**src/rtl/core/lru_miss_counter_macros.svh**
```systemverilog
// ----------------------------------------------------------------------------
// lru_miss_counter_macros.svh
// Assertion macros for the LRU miss counter; empty bodies under SYNTHESIS.
// ----------------------------------------------------------------------------
`ifndef LRU_MISS_COUNTER_MACROS_SVH
`define LRU_MISS_COUNTER_MACROS_SVH

`ifndef SYNTHESIS

// same-cycle implication, disabled during reset
`define LMC_ASSERT_NOW(lbl, ante, cons) \
	lbl: assert property (@(posedge clk) disable iff (!arst_n) (ante) |-> (cons)) \
		else $error("lru_miss_counter: check failed");

// next-cycle implication, disabled during reset
`define LMC_ASSERT_NEXT(lbl, ante, cons) \
	lbl: assert property (@(posedge clk) disable iff (!arst_n) (ante) |=> (cons)) \
		else $error("lru_miss_counter: check failed");

`else

`define LMC_ASSERT_NOW(lbl, ante, cons)
`define LMC_ASSERT_NEXT(lbl, ante, cons)

`endif

`endif

```
**src/rtl/core/lrumc_pkg.sv**
```systemverilog
// ----------------------------------------------------------------------------
// lrumc_pkg
// Shared widths, defaults and register map of the LRU miss counter.
// ----------------------------------------------------------------------------
package lrumc_pkg;

	localparam int WAYS_DEF      = 16;
	localparam int PAGE_BITS_DEF = 16;

	localparam int PAGE_W = 16;
	localparam int MISS_W = 24;
	localparam logic [MISS_W-1:0] MISS_MAX = {MISS_W{1'b1}};

	localparam int CAP_W = 5;
	localparam logic [CAP_W-1:0] CAP_RESET = 5'd16;

	// APB register map
	localparam int ADDR_W = 2;
	localparam int DATA_W = 32;
	localparam logic [ADDR_W-1:2-ADDR_W+ADDR_W-2+0] REG_CAPACITY_WORD = '0;

endpackage

```
**src/rtl/core/lru_miss_counter.sv**
```systemverilog
// ----------------------------------------------------------------------------
// lru_miss_counter
// Fully associative cache directory with LRU replacement that reports, for
// each page request, whether it hit and the saturating count of misses.
// ----------------------------------------------------------------------------
//
//  channel   direction  handshake            payload
//  -------   ---------  -------------------  ------------------------------
//  request   in         in_valid / in_ready  page
//  result    out        out_valid/out_ready  hit, miss_count
//  config    in         APB psel/penable     capacity at byte address 0
//
//  One request per cycle unless a result stalls: lookup and update cover all
//  ways at once. A request passes the request stage, then the result register.
//  Reset clears all valid bits, ranks and the miss count; capacity goes to 16.
//  A stalled result holds the request stage, which then holds in_ready low.
//
`include "lru_miss_counter_macros.svh"

module lru_miss_counter #(
	parameter int WAYS      = lrumc_pkg::WAYS_DEF,
	parameter int PAGE_BITS = lrumc_pkg::PAGE_BITS_DEF
) (
	input  logic                          clk,
	input  logic                          arst_n,
	// request channel
	input  logic                          in_valid,
	output logic                          in_ready,
	input  logic [lrumc_pkg::PAGE_W-1:0]  page,
	// result channel
	output logic                          out_valid,
	input  logic                          out_ready,
	output logic                          hit,
	output logic [lrumc_pkg::MISS_W-1:0]  miss_count,
	// configuration port
	input  logic                          psel,
	input  logic                          penable,
	input  logic                          pwrite,
	input  logic [lrumc_pkg::ADDR_W-1:0]  paddr,
	input  logic [lrumc_pkg::DATA_W-1:0]  pwdata,
	output logic [lrumc_pkg::DATA_W-1:0]  prdata,
	output logic                          pready
);

	import lrumc_pkg::*;

	localparam int RW = (WAYS > 1) ? $clog2(WAYS) : 1;
	localparam int OW = $clog2(WAYS + 1);
	localparam int EW = (CAP_W > OW) ? CAP_W : OW;

	// ------------------------------------------------------------------
	// configuration
	// ------------------------------------------------------------------
	logic [CAP_W-1:0] cap_q;
	logic             cfg_wr;

	assign pready = 1'b1;
	assign cfg_wr = psel && penable && pwrite;

	always_ff @(posedge clk or negedge arst_n) begin
		if (!arst_n) begin
			cap_q <= CAP_RESET;
		end else if (cfg_wr && (paddr[ADDR_W-1:2-ADDR_W+ADDR_W-2+0] == REG_CAPACITY_WORD)) begin
			cap_q <= pwdata[CAP_W-1:0];
		end
	end

	assign prdata = DATA_W'(cap_q);

	// ------------------------------------------------------------------
	// request stage
	// ------------------------------------------------------------------
	logic                 s1_valid_q;
	logic [PAGE_W-1:0]    page_s1;
	logic                 adv;

	// the request stage moves on when the result register is free
	assign adv      = !out_valid || out_ready;
	assign in_ready = !s1_valid_q || adv;

	always_ff @(posedge clk or negedge arst_n) begin
		if (!arst_n) begin
			s1_valid_q <= 1'b0;
		end else if (in_ready) begin
			s1_valid_q <= in_valid;
		end
	end

	always_ff @(posedge clk) begin
		if (in_ready && in_valid) begin
			page_s1 <= page;
		end
	end

	// ------------------------------------------------------------------
	// directory state
	// ------------------------------------------------------------------
	logic [PAGE_BITS-1:0] entry_page_q    [WAYS];
	logic [WAYS-1:0]      entry_valid_q;
	logic [RW-1:0]        entry_recency_q [WAYS];
	logic [MISS_W-1:0]    misses_q;

	// ------------------------------------------------------------------
	// lookup
	// ------------------------------------------------------------------
	logic [PAGE_BITS-1:0] key;
	logic [WAYS-1:0]      match;
	logic [WAYS-1:0]      free_1h;
	logic [WAYS-1:0]      oldest_1h;
	logic [WAYS-1:0]      slot_1h;
	logic [WAYS-1:0]      age_en;
	logic [OW-1:0]        occ;
	logic [RW-1:0]        found_rank;
	logic [RW-1:0]        oldest_rank;
	logic [EW-1:0]        cap_eff;
	logic                 hit_c;
	logic                 evict;
	logic                 do_upd;

	assign key         = PAGE_BITS'(page_s1);
	assign do_upd      = s1_valid_q && adv;
	assign oldest_rank = RW'(occ - OW'(1));

	always_comb begin
		occ        = '0;
		found_rank = '0;
		for (int w = 0; w < WAYS; w++) begin
			match[w]     = entry_valid_q[w] && (entry_page_q[w] == key);
			occ          = occ + OW'(entry_valid_q[w]);
			found_rank   = found_rank | (match[w] ? entry_recency_q[w] : '0);
		end
	end

	// ranks of valid ways are distinct 0..occ-1, so the oldest holds occ-1
	always_comb begin
		for (int w = 0; w < WAYS; w++) begin
			oldest_1h[w] = entry_valid_q[w] && (entry_recency_q[w] == oldest_rank);
		end
	end

	// lowest free way
	assign free_1h = ~entry_valid_q & (~(~entry_valid_q) + WAYS'(1));

	always_comb begin
		if (cap_q == '0) begin
			cap_eff = EW'(1);
		end else if (EW'(cap_q) > EW'(WAYS)) begin
			cap_eff = EW'(WAYS);
		end else begin
			cap_eff = EW'(cap_q);
		end
	end

	assign hit_c   = |match;
	assign evict   = (free_1h == '0) || (EW'(occ) >= cap_eff);
	assign slot_1h = evict ? oldest_1h : free_1h;

	// ways that age by one step
	always_comb begin
		for (int w = 0; w < WAYS; w++) begin
			if (hit_c) begin
				age_en[w] = entry_valid_q[w] && (entry_recency_q[w] < found_rank);
			end else if (evict) begin
				age_en[w] = entry_valid_q[w] && (entry_recency_q[w] < oldest_rank);
			end else begin
				age_en[w] = entry_valid_q[w];
			end
		end
	end

	// ------------------------------------------------------------------
	// update
	// ------------------------------------------------------------------
	always_ff @(posedge clk or negedge arst_n) begin
		if (!arst_n) begin
			entry_valid_q <= '0;
			misses_q      <= '0;
			for (int w = 0; w < WAYS; w++) begin
				entry_recency_q[w] <= '0;
			end
		end else if (do_upd) begin
			for (int w = 0; w < WAYS; w++) begin
				if (hit_c ? match[w] : slot_1h[w]) begin
					entry_recency_q[w] <= '0;
				end else if (age_en[w]) begin
					entry_recency_q[w] <= entry_recency_q[w] + RW'(1);
				end
			end
			if (!hit_c) begin
				entry_valid_q <= entry_valid_q | slot_1h;
				if (misses_q != MISS_MAX) begin
					misses_q <= misses_q + MISS_W'(1);
				end
			end
		end
	end

	always_ff @(posedge clk) begin
		if (do_upd && !hit_c) begin
			for (int w = 0; w < WAYS; w++) begin
				if (slot_1h[w]) begin
					entry_page_q[w] <= key;
				end
			end
		end
	end

	// ------------------------------------------------------------------
	// result register
	// ------------------------------------------------------------------
	always_ff @(posedge clk or negedge arst_n) begin
		if (!arst_n) begin
			out_valid <= 1'b0;
		end else if (adv) begin
			out_valid <= s1_valid_q;
		end
	end

	always_ff @(posedge clk) begin
		if (do_upd) begin
			hit        <= hit_c;
			miss_count <= (hit_c || (misses_q == MISS_MAX)) ? misses_q
			                                                : misses_q + MISS_W'(1);
		end
	end

	// ------------------------------------------------------------------
	// checks
	// ------------------------------------------------------------------
	`LMC_ASSERT_NEXT(a_hit_keeps_count, do_upd && hit_c, $stable(misses_q))
	`LMC_ASSERT_NEXT(a_count_monotonic, 1'b1, misses_q >= $past(misses_q))
	`LMC_ASSERT_NEXT(a_valid_never_drops, 1'b1,
		$countones(entry_valid_q) >= $past($countones(entry_valid_q)))
	`LMC_ASSERT_NOW(a_miss_has_slot, do_upd && !hit_c, $onehot(slot_1h))
	`LMC_ASSERT_NEXT(a_stalled_holds, s1_valid_q && !adv, s1_valid_q && $stable(page_s1))

endmodule

```
**config.mk**
```make
export PLATFORM = sky130hd
export DESIGN_NAME = lru_miss_counter
export DESIGN_NICKNAME = d
export VERILOG_FILES = /design/src/rtl/core/lrumc_pkg.sv /design/src/rtl/core/lru_miss_counter.sv
export VERILOG_INCLUDE_DIRS = /design/src /design/src/rtl/core
export SDC_FILE = /design/constraint.sdc
export NUM_CORES = 1
export LEC_CHECK = 0
export BUFFER_PORTS_ARGS = -buffer_cell sky130_fd_sc_hd__buf_2
export CAP_MARGIN = 20
export CORE_ASPECT_RATIO = 1.75
export CORE_MARGIN = 2
export CORE_UTILIZATION = 40
export CTS_CLUSTER_DIAMETER = 30
export DETAILED_ROUTE_END_ITERATION = 6
export GPL_TIMING_DRIVEN = 0
export PLACE_DENSITY = 0.63
export SETUP_SLACK_MARGIN = 0.1
export SYNTH_ARGS = -nofsm -noshare
export SYNTH_HDL_FRONTEND = slang
export SYNTH_SLANG_ARGS = --single-unit
```
**constraint.sdc**
```tcl
create_clock -name clk -period 14.36 [get_ports clk]
set_clock_uncertainty 0.05 [all_clocks]
set_input_delay 2.154 -clock clk [delete_from_list [all_inputs] [get_ports clk]]
set_output_delay 2.154 -clock clk [all_outputs]
set_load 0.01 [all_outputs]
```
==> impl_results.md <==
* Status: complete, no violations
* Critical path startpoint category: flop
* Post-Synthesis Cells at 1,956
* Max rail drop VDD at 0.3954 mV
* Pleak at 10.10 nW
* CP peak stage delay at 750 ps
* Multi-input gate area at 10,080 um^2
* Worst setup EP type: flop
* Tcrit/Tclk final at 57.92%
* CTS tree: yes
* Most frequent cells in the layout: edfxtp_1 (297), xnor2_1 (250), nand2_1 (142)
* R2r endpoint: entry_page_q[1][10]
* CP Data Arrival Time at 8590 ps
* Critical Path RT at 14,630 ps
* Vias in the first global route at 17,305
* F_max at 120.2 MHz
* Worst Reg2Reg Path Length in Cells at 19
* Total wire length at 78,080 um
* Slew Viols, Final at 0
* Area delta synth->final at 17.49%
* TritonCTS Sinks at 408
* Clock Path Buffers at 3
* Worst-path cell chain: fa_1 > fa_1 > fa_1 > inv_1 > fa_1 > inv_1 > ha_1 > inv_1 > ha_1 > nand2b_1 > a21o_1 > a21o_1 > a21o_1 > a221oi_1 > buf_2 > clkbuf_1 > a41oi_1 > nor2_1 > buf_4
* I/O pin cnt at 117
* Final setup violating endpoints at 0
* Top-area cell type share of the netlist area at 39.52%
* Min cycle time layout at 8318 ps
* Most used flip-flop cell after synthesis: edfxtp_1
* HPWL after detailed placement at 57,840 um
* Global Route Usage Sum at 27.05%
* Commonest non-fill, non-tap cell in the layout: edfxtp_1
* CTS Hold Bufs at 0
* Seq. cell area at 11,700 um^2
* CP startpoint: entry_valid_q[0]
* Mean Syn Cell Area at 11.54 um^2
* Clock slew at reported path FFs at 60 ps
* Die ar. at 58,410 um^2
* DR WL/cell at 26.99 um
* Nets at 2,310
* R2r startpoint: entry_valid_q[0]
* Vias at 16,844
* Worst slew pin tran at 1182 ps
* CTS buffer count at 70
* First-pass GRT wire length at 113,100 um
* Most used cell along the critical path: fa_1
* DIE HEIGHT at 318.2 um
* Yosys reg bits at 408
* Fillers at 4,954
* Cell taking the most area after synthesis: edfxtp_1
* Cell area after synthesis at 22,570 um^2
* DRT iter0 DRCs at 1,376
* GRT overflow at 0
* Worst-skew pair later-pin latency at 630 ps
* Largest net degree at the start of global routing at 80
* Post-route ant nets at 0
* Unrepaired setup endpoints after global routing: false
* Root Buffer: clkbuf_16
* Post-CTS setup buffers at 0
* Die W at 183.6 um
* Final number of hold-violating endpoints at 0
* YS warnings at 0
* TritonRoute pass-1 iters at 5
* PwrDens at 306.5 nW/um^2
* Layout cells sized above 1 at 14.29%
* Critical setup path kind: reg -> reg
* Asr flop ratio synth at 27.21%
* Finished Core Util at 47.37%
* Post-CTS resize count at 0
* Detailed-route vias per instance at 5.822
* Starting Density at 40.32%
* Htree depth at 3
* Worst min-delay path class: reg -> reg
* # diodes at 0
* CP endpoint: entry_page_q[1][10]
* Post-synth EDFFs at 297
* Max-cap violations at 0
* Synth top area cells: edfxtp_1 (40%), dfrtp_1 (12%), xnor2_1 (9.8%)
* GP Congestion at 1.016
* Sequential cell area fraction in the yosys report at 51.84%
* Std cell rows at 115
* Reg2reg setup slack at 6040 ps
* Core area at 55,970 um^2
* Port-buffer cells at 61
* Number of remaining DRC errors at 0
* Slowest-stage cell, CP: inv_1
* Slew margin rel. at 21.18%
* Crit path max fanout at 18
* Yosys cell types at 83
* Initial antenna violation count at 0
* Setup_tns at 0 ps
==> layer usage <==
layer | share of wire (%) | up-vias | GRT usage (%) | routed length (um)
met4 | 10 | 0 | 24.20 | 7923
met5 | 0 | - | 0 | 0
met1 | 33 | 8223 | 26.02 | 25480
met3 | 5.8 | 341 | 5.146 | 4527
li1 | - | 7540 | - | -
met2 | 51 | 740 | 48.30 | 40140
==> layout make-up <==
type | instances | area share, %
Buffer | 97 | 2.492
Clock buffer | 84 | 7.121
Clock inverter | 46 | 2.114
Inverter | 68 | 0.9627
Multi-Input combinational cell | 1409 | 38.04
Sequential cell | 408 | 44.12
Tap cell | 702 | 3.313
Timing Repair Buffer | 79 | 1.845
==> Yosys cell counts, drive strengths merged, types with 11 or more instances <==
master  number
ha         110
nand2b      26
and2        22
mux2        19
nor3        36
dfrtp      110
buf         71
o21ai       64
nor2b       19
nand4       83
mux2i       11
nor2        94
a21oi       59
o211ai      21
edfxtp     297
nand3       81
xnor2      252
clkbuf      26
and3        44
nor4        25
xor2        57
a32oi       13
nand2      143
inv         68
or4         16
and4        14
==> state kept, by name, summed over array words and instances, names as in the netlist <==
signal,count
out_valid,1
entry_page_q,256
cap_q,5
miss_count,24
entry_valid_q,16
hit,1
misses_q,24
entry_recency_q,64
key,16
s1_valid_q,1
==> power breakdown <==
group,internal (mW),switching [mW],leakage [nW]
registers,1.66,0.284,4.02
clock network,1.08,0.645,1.18
logic,1.82,2.64,4.90
total,4.56,3.57,10.1
==> critical path, delay by kind of cell (launching register included) <==
family / cells / cell delay [ps]
adders and majority gates: 6 / 2660
buffers and inverters: 6 / 2200
AOI/OAI and AO/OA: 5 / 1490
and+or+nand+nor: 2 / 860
DFF: 1 / 680
==> logic make-up after synthesis <==
group / synth area share [%]
DFF: 51.84
AOI/OAI and AO/OA: 8.378
xor gates and xnor gates: 11.99
buffers and inverters: 4.053
and+or+nand+nor: 14.99
adders and majority gates: 7.252
muxes: 1.469
other: 0.03328
==> stage by stage <==
step           power (mW)  worst slack (ps)  hold WS, ps  instances  area (um^2)
2_1_floorplan       4.976              7982        407.2       1982        22660
3_3_place_gp        6.020              6026        422.5       2745        23850
3_5_place_dp        6.352              6321        435.1       2763        24070
4_1_cts             8.102              6271        457.6       2893        26510
5_1_grt             8.809              5811        496.7       2893        26510
6_report            8.126              6042        449.4       2893        26510
==> worst min-delay path by stage <==
stage	from	to	cells past startpoint
detailed placement	s1_valid_q	out_valid	1
floorplan	s1_valid_q	out_valid	1
global route	s1_valid_q	out_valid	1
finish	s1_valid_q	out_valid	1
CTS	s1_valid_q	out_valid	1
global placement	s1_valid_q	out_valid	1
Note: power is estimated with default switching activity, not from simulation.
